## src/hw/rtl/bcdd_pkg.sv

```systemverilog
// ----------------------------------------------------------------------------
// bcdd_pkg
// Shared types, widths and constants of the binary to decimal digits unit.
// ----------------------------------------------------------------------------
`timescale 1ns / 1ps
`default_nettype none

package bcdd_pkg;

  localparam int VALUE_W        = 31;
  localparam int DIGIT_W        = 4;
  localparam int COUNT_W        = 4;
  // Digits a 31-bit value can have at most.
  localparam int HW_DIGITS      = 10;
  localparam int MAX_DIGITS_DEF = 10;
  localparam int QUEUE_DEPTH_DEF = 2;
  localparam int SHIFT_CNT_W    = $clog2(VALUE_W);

  typedef enum logic [1:0] {
    FRONT_IDLE,
    FRONT_SHIFT,
    FRONT_PUSH
  } front_state_e;

  typedef enum logic {
    BACK_IDLE,
    BACK_EMIT
  } back_state_e;

  typedef struct packed {
    logic full;
    logic empty;
  } q_status_t;

  // Elaboration-time power of ten.
  function automatic logic [63:0] pow10_f(input int n);
    logic [63:0] r;
    r = 64'd1;
    for (int i = 0; i < n; i++) begin
      r = r * 64'd10;
    end
    return r;
  endfunction

endpackage

`default_nettype wire

```

## src/hw/rtl/bcdd_front.sv

```systemverilog
// ----------------------------------------------------------------------------
// bcdd_front
// Accepts an item, converts it by serial shift-add-3 and classifies the
// digit count, then pushes the packed result into the queue.
// ----------------------------------------------------------------------------
`timescale 1ns / 1ps
`default_nettype none

module bcdd_front #(
  parameter int LIMIT = 10
) (
  input  wire logic                           clk_i,
  input  wire logic                           rst_ni,
  input  wire logic                           start,
  output logic                                busy,
  input  wire logic [bcdd_pkg::VALUE_W-1:0]   value_i,
  input  wire bcdd_pkg::q_status_t            q_status_i,
  output logic                                push_o,
  output logic [bcdd_pkg::COUNT_W-1:0]        push_count_o,
  output logic [LIMIT*bcdd_pkg::DIGIT_W-1:0]  push_bcd_o
);
  import bcdd_pkg::*;

  localparam int          BCD_W     = LIMIT * DIGIT_W;
  localparam logic [63:0] LIMIT_POW = pow10_f(LIMIT);

  front_state_e           state_q, state_d;
  logic [VALUE_W-1:0]     shift_q, shift_d;
  logic [BCD_W-1:0]       bcd_q, bcd_d;
  logic [SHIFT_CNT_W-1:0] cnt_q, cnt_d;
  logic                   ovf_q, ovf_d;
  logic [BCD_W-1:0]       adj;
  logic                   ovf_in;
  logic [COUNT_W-1:0]     count;

  // Value needs more digits than the register keeps: only low digits survive.
  assign ovf_in = (LIMIT < HW_DIGITS) && (64'(value_i) >= LIMIT_POW);

  always_comb begin
    for (int i = 0; i < LIMIT; i++) begin
      if (bcd_q[i*DIGIT_W +: DIGIT_W] >= 4'd5) begin
        adj[i*DIGIT_W +: DIGIT_W] = bcd_q[i*DIGIT_W +: DIGIT_W] + 4'd3;
      end else begin
        adj[i*DIGIT_W +: DIGIT_W] = bcd_q[i*DIGIT_W +: DIGIT_W];
      end
    end
  end

  always_comb begin
    count = COUNT_W'(1);
    for (int i = 1; i < LIMIT; i++) begin
      if (bcd_q[i*DIGIT_W +: DIGIT_W] != 4'd0) begin
        count = COUNT_W'(i + 1);
      end
    end
    if (ovf_q) begin
      count = COUNT_W'(LIMIT);
    end
  end

  assign push_count_o = count;
  assign push_bcd_o   = bcd_q;

  always_ff @(posedge clk_i or negedge rst_ni) begin
    if (!rst_ni) begin
      state_q <= FRONT_IDLE;
    end else begin
      state_q <= state_d;
    end
  end

  always_ff @(posedge clk_i) begin
    shift_q <= shift_d;
    bcd_q   <= bcd_d;
    cnt_q   <= cnt_d;
    ovf_q   <= ovf_d;
  end

  always_comb begin
    state_d = state_q;
    shift_d = shift_q;
    bcd_d   = bcd_q;
    cnt_d   = cnt_q;
    ovf_d   = ovf_q;
    busy    = 1'b1;
    push_o  = 1'b0;
    unique case (state_q)
      FRONT_IDLE: begin
        busy = 1'b0;
        if (start) begin
          shift_d = value_i;
          bcd_d   = '0;
          cnt_d   = '0;
          ovf_d   = ovf_in;
          state_d = FRONT_SHIFT;
        end
      end
      FRONT_SHIFT: begin
        bcd_d   = {adj[BCD_W-2:0], shift_q[VALUE_W-1]};
        shift_d = {shift_q[VALUE_W-2:0], 1'b0};
        cnt_d   = cnt_q + SHIFT_CNT_W'(1);
        if (cnt_q == SHIFT_CNT_W'(VALUE_W - 1)) begin
          state_d = FRONT_PUSH;
        end
      end
      FRONT_PUSH: begin
        if (!q_status_i.full) begin
          push_o  = 1'b1;
          state_d = FRONT_IDLE;
        end
      end
      default: state_d = FRONT_IDLE;
    endcase
  end

  a_push_not_full: assert property (@(posedge clk_i) disable iff (!rst_ni)
    push_o |-> !q_status_i.full)
    else $error("front pushed into a full queue");
  a_accept_shifts: assert property (@(posedge clk_i) disable iff (!rst_ni)
    (!busy && start) |=> (state_q == FRONT_SHIFT && cnt_q == '0))
    else $error("accepted item did not start conversion");
  a_push_idle: assert property (@(posedge clk_i) disable iff (!rst_ni)
    push_o |=> !busy)
    else $error("front not idle after push");

endmodule

`default_nettype wire

```

## src/hw/rtl/bcdd_queue.sv

```systemverilog
// ----------------------------------------------------------------------------
// bcdd_queue
// Small register FIFO between the converter and the digit emitter.
// ----------------------------------------------------------------------------
`timescale 1ns / 1ps
`default_nettype none

module bcdd_queue #(
  parameter int WIDTH = 44,
  parameter int DEPTH = 2
) (
  input  wire logic              clk_i,
  input  wire logic              rst_ni,
  input  wire logic              push_i,
  input  wire logic [WIDTH-1:0]  din_i,
  input  wire logic              pop_i,
  output logic [WIDTH-1:0]       dout_o,
  output bcdd_pkg::q_status_t    status_o
);
  import bcdd_pkg::*;

  localparam int PTR_W = (DEPTH > 1) ? $clog2(DEPTH) : 1;
  localparam int FILL_W = $clog2(DEPTH + 1);

  logic [WIDTH-1:0]  mem_q [DEPTH];
  logic [PTR_W-1:0]  wr_q, rd_q;
  logic [FILL_W-1:0] fill_q;

  function automatic logic [PTR_W-1:0] wrap_inc(input logic [PTR_W-1:0] p);
    return (p == PTR_W'(DEPTH - 1)) ? '0 : p + PTR_W'(1);
  endfunction

  assign dout_o         = mem_q[rd_q];
  assign status_o.full  = (fill_q == FILL_W'(DEPTH));
  assign status_o.empty = (fill_q == '0);

  always_ff @(posedge clk_i or negedge rst_ni) begin
    if (!rst_ni) begin
      wr_q   <= '0;
      rd_q   <= '0;
      fill_q <= '0;
    end else begin
      if (push_i) begin
        wr_q <= wrap_inc(wr_q);
      end
      if (pop_i) begin
        rd_q <= wrap_inc(rd_q);
      end
      if (push_i && !pop_i) begin
        fill_q <= fill_q + FILL_W'(1);
      end else if (pop_i && !push_i) begin
        fill_q <= fill_q - FILL_W'(1);
      end
    end
  end

  always_ff @(posedge clk_i) begin
    if (push_i) begin
      mem_q[wr_q] <= din_i;
    end
  end

endmodule

`default_nettype wire

```

## src/hw/rtl/bcdd_back.sv

```systemverilog
// ----------------------------------------------------------------------------
// bcdd_back
// Takes converted items from the queue and sends their digits out, most
// significant first, one per cycle.
// ----------------------------------------------------------------------------
`timescale 1ns / 1ps
`default_nettype none

module bcdd_back #(
  parameter int LIMIT = 10
) (
  input  wire logic                           clk_i,
  input  wire logic                           rst_ni,
  input  wire bcdd_pkg::q_status_t            q_status_i,
  input  wire logic [bcdd_pkg::COUNT_W-1:0]   q_count_i,
  input  wire logic [LIMIT*bcdd_pkg::DIGIT_W-1:0] q_bcd_i,
  output logic                                pop_o,
  output logic                                result_valid_o,
  output logic [bcdd_pkg::DIGIT_W-1:0]        digit_o,
  output logic [bcdd_pkg::COUNT_W-1:0]        digit_count_o,
  output logic                                last_o
);
  import bcdd_pkg::*;

  localparam int BCD_W = LIMIT * DIGIT_W;
  localparam int IDX_W = (LIMIT > 1) ? $clog2(LIMIT) : 1;

  back_state_e        state_q, state_d;
  logic [BCD_W-1:0]   bcd_q, bcd_d;
  logic [COUNT_W-1:0] count_q, count_d;
  logic [COUNT_W-1:0] idx_q, idx_d;
  logic [IDX_W-1:0]   idx_sel;

  assign idx_sel = idx_q[IDX_W-1:0];

  always_comb begin
    digit_o = '0;
    for (int i = 0; i < LIMIT; i++) begin
      if (idx_sel == IDX_W'(i)) begin
        digit_o = bcd_q[i*DIGIT_W +: DIGIT_W];
      end
    end
  end

  assign digit_count_o = count_q;
  assign last_o        = result_valid_o && (idx_q == '0);

  always_ff @(posedge clk_i or negedge rst_ni) begin
    if (!rst_ni) begin
      state_q <= BACK_IDLE;
    end else begin
      state_q <= state_d;
    end
  end

  always_ff @(posedge clk_i) begin
    bcd_q   <= bcd_d;
    count_q <= count_d;
    idx_q   <= idx_d;
  end

  always_comb begin
    state_d        = state_q;
    bcd_d          = bcd_q;
    count_d        = count_q;
    idx_d          = idx_q;
    pop_o          = 1'b0;
    result_valid_o = 1'b0;
    unique case (state_q)
      BACK_IDLE: begin
        if (!q_status_i.empty) begin
          pop_o   = 1'b1;
          bcd_d   = q_bcd_i;
          count_d = q_count_i;
          idx_d   = q_count_i - COUNT_W'(1);
          state_d = BACK_EMIT;
        end
      end
      BACK_EMIT: begin
        result_valid_o = 1'b1;
        if (idx_q == '0) begin
          state_d = BACK_IDLE;
        end else begin
          idx_d = idx_q - COUNT_W'(1);
        end
      end
      default: state_d = BACK_IDLE;
    endcase
  end

  a_digit_decimal: assert property (@(posedge clk_i) disable iff (!rst_ni)
    result_valid_o |-> (digit_o <= 4'd9))
    else $error("digit out of decimal range");
  a_run_continues: assert property (@(posedge clk_i) disable iff (!rst_ni)
    (result_valid_o && !last_o) |=> (result_valid_o && $stable(digit_count_o)))
    else $error("digit run broken before its last digit");
  a_count_range: assert property (@(posedge clk_i) disable iff (!rst_ni)
    result_valid_o |-> (digit_count_o != '0 && digit_count_o <= COUNT_W'(LIMIT)))
    else $error("digit count out of range");
  a_pop_idle: assert property (@(posedge clk_i) disable iff (!rst_ni)
    pop_o |-> (state_q == BACK_IDLE && !q_status_i.empty))
    else $error("queue popped while emitting or empty");

endmodule

`default_nettype wire

```

## src/hw/rtl/binary_to_decimal_digits_unit.sv

```systemverilog
// ----------------------------------------------------------------------------
// binary_to_decimal_digits_unit
// Converts a 31-bit binary value into decimal digits, most significant first,
// with leading zeros suppressed.
// ----------------------------------------------------------------------------
// busy stays high per item through 31 shift-add-3 steps and the push state,
// and longer only while the two-entry queue is full.
// The first digit is strobed once the item is pushed into the queue and popped
// by the emitter, then one digit per cycle for digit_count digits; the receiver
// cannot stall. A new item is accepted only after the last one is pushed.
// Reset clears the control state and empties the queue; no clearing pass.
`timescale 1ns / 1ps
`default_nettype none

module binary_to_decimal_digits_unit #(
  parameter int MAX_DIGITS  = bcdd_pkg::MAX_DIGITS_DEF,
  parameter int QUEUE_DEPTH = bcdd_pkg::QUEUE_DEPTH_DEF
) (
  input  wire logic                          clk_i,
  input  wire logic                          rst_ni,
  input  wire logic                          start,
  output logic                               busy,
  input  wire logic [bcdd_pkg::VALUE_W-1:0]  value_i,
  output logic                               result_valid_o,
  output logic [bcdd_pkg::DIGIT_W-1:0]       digit_o,
  output logic [bcdd_pkg::COUNT_W-1:0]       digit_count_o,
  output logic                               last_o
);
  import bcdd_pkg::*;

  localparam int LIMIT   = (MAX_DIGITS < HW_DIGITS) ? MAX_DIGITS : HW_DIGITS;
  localparam int BCD_W   = LIMIT * DIGIT_W;
  localparam int ENTRY_W = COUNT_W + BCD_W;

  q_status_t          q_status;
  logic               push, pop;
  logic [COUNT_W-1:0] push_count;
  logic [BCD_W-1:0]   push_bcd;
  logic [ENTRY_W-1:0] q_dout;

  bcdd_front #(
    .LIMIT(LIMIT)
  ) u_front (
    .clk_i       (clk_i),
    .rst_ni      (rst_ni),
    .start       (start),
    .busy        (busy),
    .value_i     (value_i),
    .q_status_i  (q_status),
    .push_o      (push),
    .push_count_o(push_count),
    .push_bcd_o  (push_bcd)
  );

  bcdd_queue #(
    .WIDTH(ENTRY_W),
    .DEPTH(QUEUE_DEPTH)
  ) u_queue (
    .clk_i   (clk_i),
    .rst_ni  (rst_ni),
    .push_i  (push),
    .din_i   ({push_count, push_bcd}),
    .pop_i   (pop),
    .dout_o  (q_dout),
    .status_o(q_status)
  );

  bcdd_back #(
    .LIMIT(LIMIT)
  ) u_back (
    .clk_i         (clk_i),
    .rst_ni        (rst_ni),
    .q_status_i    (q_status),
    .q_count_i     (q_dout[ENTRY_W-1 -: COUNT_W]),
    .q_bcd_i       (q_dout[BCD_W-1:0]),
    .pop_o         (pop),
    .result_valid_o(result_valid_o),
    .digit_o       (digit_o),
    .digit_count_o (digit_count_o),
    .last_o        (last_o)
  );

endmodule

`default_nettype wire

```

## config.mk

```make
export PLATFORM = sky130hd
export DESIGN_NAME = binary_to_decimal_digits_unit
export DESIGN_NICKNAME = d
export VERILOG_FILES = /design/src/hw/rtl/bcdd_pkg.sv /design/src/hw/rtl/bcdd_front.sv /design/src/hw/rtl/bcdd_queue.sv /design/src/hw/rtl/bcdd_back.sv /design/src/hw/rtl/binary_to_decimal_digits_unit.sv
export SDC_FILE = /design/constraint.sdc
export NUM_CORES = 1
export LEC_CHECK = 0
export ABC_AREA = 1
export BUFFER_PORTS_ARGS = -buffer_cell sky130_fd_sc_hd__buf_2
export CAP_MARGIN = 40
export CORE_ASPECT_RATIO = 1.75
export CORE_MARGIN = 3
export CORE_UTILIZATION = 55
export CTS_BUF_LIST = sky130_fd_sc_hd__clkbuf_8
export CTS_CLUSTER_SIZE = 24
export DETAILED_ROUTE_END_ITERATION = 10
export PLACE_DENSITY_LB_ADDON = 0.2
export SETUP_SLACK_MARGIN = 0.4
export SLEW_MARGIN = 15
export SYNTH_ARGS = -nofsm -noshare
export SYNTH_HDL_FRONTEND = slang
export SYNTH_SLANG_ARGS = --single-unit
```

## constraint.sdc

```tcl
create_clock -name clk_i -period 7.68 [get_ports clk_i]
set_input_delay 1.536 -clock clk_i [delete_from_list [all_inputs] [get_ports clk_i]]
set_output_delay 1.536 -clock clk_i [all_outputs]
set_load 0.01 [all_outputs]
```

==> impl_metrics.csv, run 1 <==
group,metric,value,unit
worst_setup_path,cp_cell_sequence,"inv_1, ha_1, inv_1, nor3_1, nand2_1, nand3_1, nand2_1, nand2_1, nand2_1, nand2_1, nand2_1, nand2_1, nand2_1, nand2_1, buf_2",
power,vdd_drop_max,0.000324,V
yosys,synth_common_cells,"nand2_1, edfxtp_1, inv_1, nor2_1, o21ai_0",
yosys,yosysWarnings,0,
layout,syn2layout_area_growth,12.6,%
place,dp_cells,1149,
timing,drv_slew,0,
die,die_y,181,um
yosys,yosys-top-cells-area,"edfxtp_1, nand2_1, ha_1, inv_1, nor2_1",
clock_tree,htree_num_levels,1,
worst_setup_path,worstPathArrival,2.49,ns
clock_tree,clock-sinks,219,
global_route,grt_pass1_vias,6203,
clock_tree,clkTransAtPathRegs,0.06,ns
yosys,synth_top_area_cell,"edfxtp_1",
power,combPwrFrac,31.6,%
detailed_routing,wl_per_cell,14.2,um
worst_hold_path,hp-class,"reg2reg",
run,drv_cap,0,
yosys,ys_ff_latch,219,
detailed_routing,drt_iter0_drc,292,
place,gp_congestion,0.873,
power,cellLeakagePower,4.63,nW
power,swShare,35.6,%
detailed_routing,drtAntennaViolNets,0,
power,total_power,0.00461,W
timing,setup_tns,0,ns
clock_tree,cts_setup_buffers,0,
yosys,yosys.area.top_type_share,65.8,%
worst_setup_path,cp_top_family,"simple AND/OR/NAND/NOR gates",
layout,regArea,6540,um^2
layout,final_nets,1017,
yosys,syn_nets,955,
layout,multiInputGateArea,2720,um^2
die,rows,63,
yosys,ys_seq_area_share,67.6,%
power,p_seq_share,46.5,%
die,dieWidth,106,um
layout,final-instance-count-excl-fill,1206,
worst_setup_path,cp.required,6.14,ns
die,die_area,19300,um^2
worst_setup_path,r2r_slack,5.04,ns
clock_tree,cts_root_buffer,"clkbuf_8",
yosys,synthFlopType,"edfxtp_1",
worst_setup_path,path_class,"reg2out",
layout,layout-drive-gt1-share,11.6,%
timing,slew_headroom,48.3,%
timing,final.setup_skew,0.0111,ns
worst_setup_path,cp.buffers_inverters,3,
detailed_routing,drtPass1Iterations,5,
die,initial_core_util,56.6,%
detailed_routing,viasPerCell,5.03,
worst_setup_path,cpMaxStageDelayCell,"edfxtp_1",
clock_tree,cts-resized-gates,0,
place,dpl.hpwl,11500,um
outcome,outcome,"completed",
power,power.share.clock,22.0,%
worst_setup_path,end_kind,"output pin",
power,switchingPower,0.00164,W
global_route,overflow,0,
detailed_routing,vias,6065,
timing,whs,0.478,ns
yosys,synth_area,9670,um^2
die,ioPinCount,45,
yosys,yosysMostFrequentCell,"nand2_1",
clock_tree,tritoncts,"yes",
yosys,syn_inst,893,
power,power_density,423,nW/um^2
power,internal_power,0.00297,W
global_route,grt_max_degree,68,
yosys,syn-mean-instance-area,10.8,um^2
die,core_area,17100,um^2
yosys,synth_edf_count,212,
global_route,grt_pass1_wl,28900,um
worst_setup_path,cp-start-kind,"flop",
place,io_buffers,44,
global_route,antenna_found_initial,0,
timing,setup_violations,0,
clock_tree,cts_buffers,31,
timing,fin_crit,4.02,ns
clock_tree,clkLatencyLatePin,0.55,ns
worst_setup_path,max_stage_delay,0.44,ns
clock_tree,ctsHoldBuffers,0,
yosys,async_flop_share,3.20,%
layout,diodes,0,
timing,worst_pin_slew,0.775,ns
detailed_routing,wl,17100,um
worst_setup_path,worstPathMaxFanout,4,
layout,n_fill_cell,1354,
yosys,synth_cell_types,35,
detailed_routing,drc,0,
clock_tree,clock_path_buffers,3,
timing,min_period_over_period,52.4,%
timing,fmax,249,MHz
worst_setup_path,crit_top_cell,"nand2_1",
global_route,grt_usage,18.6,%
timing,hold_viol,0,
timing,rsz0062_at_grt,"false",
[placed cells by master (no fill, tap or decap), types with 3 or more instances in the layout]
master     count
buf_2         44
ha_1          28
nand4_1        4
dfrtp_1        7
a21oi_1       30
inv_1         95
nor3_1         8
nand3_1       22
nor4_1         3
edfxtp_1     212
bufinv_16      6
o2111a_1       6
clkbuf_8      31
clkinv_1       8
nor2_1        60
clkinv_2      10
buf_4          6
xor2_1        14
o21ai_0       41
nor2_4         3
nand2_1      316
[logic make-up (layout without fill, tap and decap cells)]
kind of cell / after synthesis / count (layout) / synth area share [%]
xor gates and xnor gates: 16 / 16 / 1.45
DFF: 219 / 219 / 67.6
AOI/OAI and AO/OA: 85 / 85 / 4.90
adders and majority gates: 28 / 28 / 3.62
muxes: 1 / 1 / 0.103
buffers and inverters: 118 / 204 / 4.75
and+or+nand+nor: 426 / 426 / 17.6
[worst register-to-register path, cell delays in order (launching register included)]
cell	delay, ns
dfrtp_1	0.32
buf_4	0.43
inv_2	0.46
or2_1	0.37
o21ai_0	0.26
ha_1	0.26
inv_1	0.05
o21ai_0	0.15
a21oi_1	0.06
a21oi_1	0.12
[final timing paths]
kind | to | startpoint | depth (start not counted)
min in group asynchronous | u_back.state_q | rst_ni | 1
worst max-delay path | digit_o[1] | u_back.idx_q[1] | 15
worst min register to register | u_queue.mem_q[0][37] | u_front.push_bcd_o[37] | 0
worst max register to register | u_back.idx_q[2] | u_queue.rd_q | 9
worst min-delay path | u_queue.mem_q[0][37] | u_front.push_bcd_o[37] | 0
max in group asynchronous | u_front.state_q[1] | rst_ni | 1
[power by group through the flow]
stage	Clock [W]	Combinational, W	Sequential, W
after global routing	0.00109	0.00170	0.00219
after global placement	0	0.00142	0.00216
after floorplan	0	0.00112	0.00208
after CTS	0.00104	0.00148	0.00214
final	0.00101	0.00145	0.00214
after detailed placement	0	0.00147	0.00216
[registers in the layout (all words and copies together), names as in the netlist]
signal                flops
u_queue.mem_q            88
u_back.bcd_q             40
u_front.push_bcd_o       40
u_front.shift_q          31
u_front.cnt_q             5
u_back.digit_count_o      4
u_back.idx_q              4
u_front.state_q           2
u_queue.fill_q            2
u_back.state_q            1
u_queue.rd_q              1
u_queue.wr_q              1
[routing by layer]
metal,global-route usage (%),vias up,routed length [um]
li1,-,3094,-
met1,21.9,2795,6810
met2,32.5,130,8760
met3,2.53,46,676
met4,10.2,0,871
met5,0,-,0
[through the flow]
stage / setup slack (ns) / util (%) / area, um^2
finish: 3.66 / 63.7 / 10900
global route: 3.41 / 63.7 / 10900
CTS: 3.62 / 63.7 / 10900
detailed placement: 4.23 / 59.6 / 10200
global placement: 4.28 / 59.4 / 10200
floorplan: 3.82 / - / 9670
[cell type report]
| cell class | instances | area share [%] |
|---|---|---|
| inverters | 96 | 3.31 |
| clock buffers | 31 | 3.92 |
| well taps | 227 | 2.61 |
| repair buffers | 51 | 2.69 |
| flip-flops and latches | 219 | 60.1 |
| clock inverters | 26 | 2.49 |
| multi-input cells | 556 | 24.9 |
(Power assumes the default switching activity.)
==> inputs of run 2 (changes only) <==
==> constraint.sdc (replaced) <==
create_clock -name clk_i -period 4.2 [get_ports clk_i]
set_input_delay 0.84 -clock clk_i [delete_from_list [all_inputs] [get_ports clk_i]]
set_output_delay 0.84 -clock clk_i [all_outputs]
set_load 0.01 [all_outputs]
==> run 2 against run 1 <==
Against the previous run:
- die area unchanged
- core utilization down 0.59 points
- clock skew decreased by 0.0016 ns
- wire length is 0.93% lower
- register-to-register slack lost 3.2 ns
- critical endpoint is now digit_o[2]
==> impl_metrics.csv, run 2 (synthesis results as in run 1) <==
group,metric,value,unit
place,io_buffers,44,
detailed_routing,drt_iter0_drc,244,
power,cellLeakagePower,4.61,nW
power,vdd_drop_max,0.000694,V
timing,drv_slew,0,
layout,final_common_cell,"nand2_1",
worst_hold_path,hp-class,"in2async",
power,power_density,753,nW/um^2
outcome,outcome,"completed",
power,combPwrFrac,32.2,%
detailed_routing,routed.top_layer,"met4",
worst_setup_path,end_kind,"output pin",
layout,largest_reg_flops,88,
global_route,grt_pass1_vias,6071,
timing,final.setup_skew,0.00950,ns
timing,worst_pin_slew,0.682,ns
place,gp_congestion,0.920,
layout,layout-drive-gt1-share,11.0,%
detailed_routing,met1_length,6950,um
global_route,antenna_found_initial,0,
power,power.share.clock,19.3,%
clock_tree,tritoncts,"yes",
global_route,overflow,0,
global_route,grt_pass1_wl,28900,um
timing,setup_violations,0,
global_route,grt_usage,18.6,%
power,internal_power,0.00517,W
timing,fin_crit,3.29,ns
die,initial_core_util,56.6,%
timing,fmax,304,MHz
clock_tree,clkTransAtPathRegs,0.06,ns
detailed_routing,drtAntennaViolNets,0,
clock_tree,clock_path_buffers,3,
detailed_routing,viasPerCell,5.00,
clock_tree,clkLatencyLatePin,0.53,ns
layout,final_cell_mix,"nand2_1, edfxtp_1, inv_1, nor2_1, buf_2",
global_route,grt_max_degree,68,
layout,largest_register,"u_queue.mem_q",
die,ioPinCount,45,
clock_tree,cts_buffers,31,
worst_setup_path,path_class,"reg2out",
timing,rsz0062_at_grt,"false",
timing,setup_slack,0.912,ns
layout,final_nets,1018,
clock_tree,cts-resized-gates,0,
clock_tree,htree_num_levels,1,
detailed_routing,wl_per_cell,14.0,um
place,dpl.hpwl,11500,um
power,p_seq_share,48.5,%
die,die_area,19300,um^2
worst_setup_path,cp.required,3.36,ns
run,drv_cap,0,
clock_tree,cts_setup_buffers,0,
worst_setup_path,cp-start-kind,"flop",
detailed_routing,routed-wl-met3,540,um
die,core_area,17100,um^2
worst_setup_path,worstPathArrival,2.45,ns
worst_setup_path,worstPathMaxFanout,7,
place,dp_slack,1.46,ns
detailed_routing,vias,6031,
timing,slew_headroom,54.0,%
die,rows,63,
timing,setup_tns,0,ns
detailed_routing,wl_met2,8760,um
die,die_y,181,um
layout,diodes,0,
layout,syn2layout_area_growth,11.5,%
detailed_routing,drc,0,
detailed_routing,wl,17000,um
clock_tree,ctsHoldBuffers,0,
clock_tree,cts_root_buffer,"clkbuf_8",
power,swShare,36.4,%
clock_tree,clock-sinks,219,
timing,hold_viol,0,
die,dieWidth,106,um
power,switchingPower,0.00296,W
timing,min_period_over_period,78.3,%
detailed_routing,drtPass1Iterations,4,
[run 2: area by class of cell]
cell class / count / area [um^2]
multi-input cells: 556 / 2720
repair buffers: 52 / 293
fillers: 1400 / 6310
flip-flops and latches: 219 / 6540
clock buffers: 35 / 482
well taps: 227 / 284
clock inverters: 22 / 115
inverters: 96 / 360
[run 2: power by group through the flow]
stage	Combinational (W)	Sequential [W]	Clock, W
finish	0.00262	0.00394	0.00157
global route	0.00309	0.00403	0.00171
CTS	0.00267	0.00395	0.00162
detailed placement	0.00266	0.00399	0
global placement	0.00257	0.00397	0
floorplan	0.00204	0.00380	0
[run 2: through the flow]
step	area [um^2]	instances	power [W]	util, %	hold slack (ns)
floorplan	9680	893	0.00585	-	0.445
global placement	10200	1149	0.00654	59.5	0.460
detailed placement	10200	1150	0.00664	59.6	0.478
CTS	10800	1207	0.00823	63.1	0.111
global route	10800	1207	0.00883	63.1	0.133
finish	10800	1207	0.00813	63.1	0.147
[run 2: worst max-delay path, cell delays in order, from the launching register on]
cell and delay, ns:
edfxtp_1 0.42, inv_1 0.14, ha_1 0.29, nand3_1 0.27, o21ai_1 0.20, inv_1 0.05, nand3_1 0.07, nand2_1 0.05
nand2_1 0.09, nand2_1 0.06, nand2_1 0.06, nand2_1 0.05, nand2_1 0.05, buf_2 0.13
[run 2: final timing paths]
path | slack, ns | to | cells past startpoint | startpoint
max in group asynchronous | 3.88 | u_queue.fill_q[0] | 1 | rst_ni
min reg2reg | 0.49 | u_queue.mem_q[0][37] | 0 | u_front.push_bcd_o[37]
max reg2reg | 1.81 | u_queue.mem_q[1][23] | 6 | u_queue.fill_q[1]
min in group clk_i | 0.49 | u_queue.mem_q[0][37] | 0 | u_front.push_bcd_o[37]
max | 0.91 | digit_o[2] | 13 | u_back.idx_q[0]
min | 0.15 | u_queue.fill_q[1] | 1 | rst_ni
[run 2: metal layers]
metal | GRT usage [%] | up-vias
met2 | 33.1 | 119
met3 | 2.21 | 43
met4 | 8.30 | 0
li1 | - | 3096
met1 | 22.5 | 2773
met5 | 0 | -
==> inputs of run 3 (changes only) <==
==> constraint.sdc (replaced) <==
create_clock -name clk_i -period 3.3 [get_ports clk_i]
set_input_delay 0.66 -clock clk_i [delete_from_list [all_inputs] [get_ports clk_i]]
set_output_delay 0.66 -clock clk_i [all_outputs]
set_load 0.01 [all_outputs]
==> run 3 against run 2 <==
Against the previous run:
- non-clock buffer count is 15 higher
- core utilization rose by 1.1 points
- combinational power rose by 37%
- clock power up 21%
- clock skew increased by 0.0033 ns
- final area is 1.7% higher
- count of clock-buffer cells in the layout decreased by 6
- flip-flop and latch count did not move
- sequential power is 27% higher
- global-route usage up 0.62 points
- largest power group unchanged
- final cell count rose by 0.83%
- first-iteration DRC count grew 36%
==> impl_metrics.csv, run 3 (synthesis results as in run 1) <==
group,metric,value,unit
die,rows,63,
global_route,grt_pass1_vias,6164,
worst_setup_path,cp_cell_sequence,"inv_2, ha_4, nand2_4, nor2_4, nand2_1, nand3_1, nand2_1, nand2_1, nand2_1, nand2_1, nand2_1, nand2_1, nand2_1, nand2_1, buf_2",
run,drv_cap,0,
clock_tree,clock_path_buffers,3,
detailed_routing,vias,6146,
timing,setup_violations,0,
clock_tree,clkTransAtPathRegs,0.06,ns
clock_tree,cts_root_buffer,"clkbuf_8",
layout,n_fill_cell,1396,
layout,regArea,6540,um^2
timing,setup_tns,0,ns
die,die_area,19300,um^2
worst_setup_path,cp.buffers_inverters,2,
detailed_routing,viasPerCell,5.05,
worst_setup_path,cpMaxStageDelayCell,"edfxtp_1",
layout,layout-drive-gt1-share,13.1,%
clock_tree,tritoncts,"yes",
place,dpl.hpwl,12000,um
die,ioPinCount,45,
clock_tree,clock-sinks,219,
timing,worst_pin_slew,0.639,ns
die,core_area,17100,um^2
worst_setup_path,cp.required,2.64,ns
timing,fin_crit,2.92,ns
detailed_routing,drt_iter0_drc,333,
clock_tree,htree_num_levels,1,
timing,fmax,342,MHz
power,cellLeakagePower,4.67,nW
worst_setup_path,cp-start-kind,"flop",
detailed_routing,drtPass1Iterations,5,
die,die_y,181,um
timing,whs,0.378,ns
timing,slew_headroom,57.4,%
timing,final.setup_skew,0.0128,ns
detailed_routing,drtAntennaViolNets,0,
clock_tree,cts_buffers,29,
die,dieWidth,106,um
global_route,antenna_found_initial,0,
detailed_routing,wl,17900,um
timing,hold_viol,0,
detailed_routing,drc,0,
power,power_density,957,nW/um^2
timing,drv_slew,0,
timing,rsz0062_at_grt,"true",
place,io_buffers,44,
worst_setup_path,worstPathArrival,2.26,ns
global_route,grt_pass1_wl,29800,um
layout,final_nets,1031,
global_route,grt_max_degree,68,
layout,multiInputGateArea,2810,um^2
worst_setup_path,cp_top_family,"simple AND/OR/NAND/NOR gates",
worst_setup_path,path_class,"reg2out",
worst_setup_path,worstPathMaxFanout,5,
worst_setup_path,max_stage_delay,0.48,ns
worst_setup_path,end_kind,"output pin",
detailed_routing,wl_per_cell,14.7,um
power,vdd_drop_max,0.000707,V
clock_tree,clkLatencyLatePin,0.54,ns
timing,min_period_over_period,88.6,%
layout,final_cell_mix,"nand2_1, edfxtp_1, inv_1, nor2_1, buf_2",
layout,largest_register,"u_queue.mem_q",
die,initial_core_util,56.6,%
place,gp_congestion,0.906,
layout,diodes,0,
global_route,grt_usage,19.2,%
global_route,overflow,0,
worst_hold_path,hp-class,"in2reg",
layout,largest_reg_flops,88,
outcome,outcome,"completed",
layout,final_common_cell,"nand2_1",
worst_setup_path,crit_top_cell,"nand2_1",
layout,syn2layout_area_growth,13.5,%
==> run 3: path summary, 6_finish.rpt <==
check                             startpoint              endpoint  slack [ns]  depth (start not counted)
hold / removal                   value_i[29]   u_front.shift_q[29]        0.38                          3
setup / recovery             u_back.idx_q[0]            digit_o[0]        0.38                         15
min in group asynchronous             rst_ni     u_queue.fill_q[1]        0.49                          2
setup reg to reg           u_queue.fill_q[1]  u_queue.mem_q[1][21]        0.91                          6
max in group asynchronous             rst_ni    u_front.state_q[1]        2.61                          2
hold reg to reg            u_queue.fill_q[0]     u_queue.fill_q[0]        0.50                          1
==> run 3: through the flow <==
step	cells	area, um^2	setup WS [ns]	util (%)	total power, W
finish	1217	11000	0.377	64.2	0.0105
global route	1217	11000	0.158	64.2	0.0114
CTS	1211	10900	0.363	63.8	0.0105
detailed placement	1150	10200	0.737	59.7	0.00846
global placement	1150	10200	0.775	59.7	0.00835
floorplan	893	9690	0.487	-	0.00743
==> run 3: cell type report <==
class / instances / area share, %
sequential: 219 / 59.6
multi-input combinational: 556 / 25.6
timing repair buffer: 67 / 3.95
clock buffer: 29 / 3.64
inverter: 96 / 3.33
tap: 227 / 2.59
clock inverter: 23 / 1.32
==> run 3: routing by layer <==
metal,GRT usage (%),share of wire (%),vias up
met2,35.4,53,132
met4,6.64,2.9,0
li1,-,-,3118
met5,0,0,-
met1,22.9,40,2856
met3,2.45,3.8,40
==> run 3: worst min-delay path, stage by stage <==
cell     delay, ns
buf_2         0.07
nand2_1       0.04
nand2_1       0.04
==> run 3: report_power, final <==
part	internal, W	leakage (nW)	switching (W)
logic	0.00127	2.24	0.00232
registers	0.00440	2.12	0.000607
clock network	0.000973	0.307	0.000930
total	0.00665	4.67	0.00386
==> run 3: timing repair <==
item,in CTS,in global routing
endpoints found under the hold margin,7,0
hold buffers,1,0
setup endpoints to repair,4,4
resized for setup,18,7
pin swaps,6,4
setup buffers,8,6
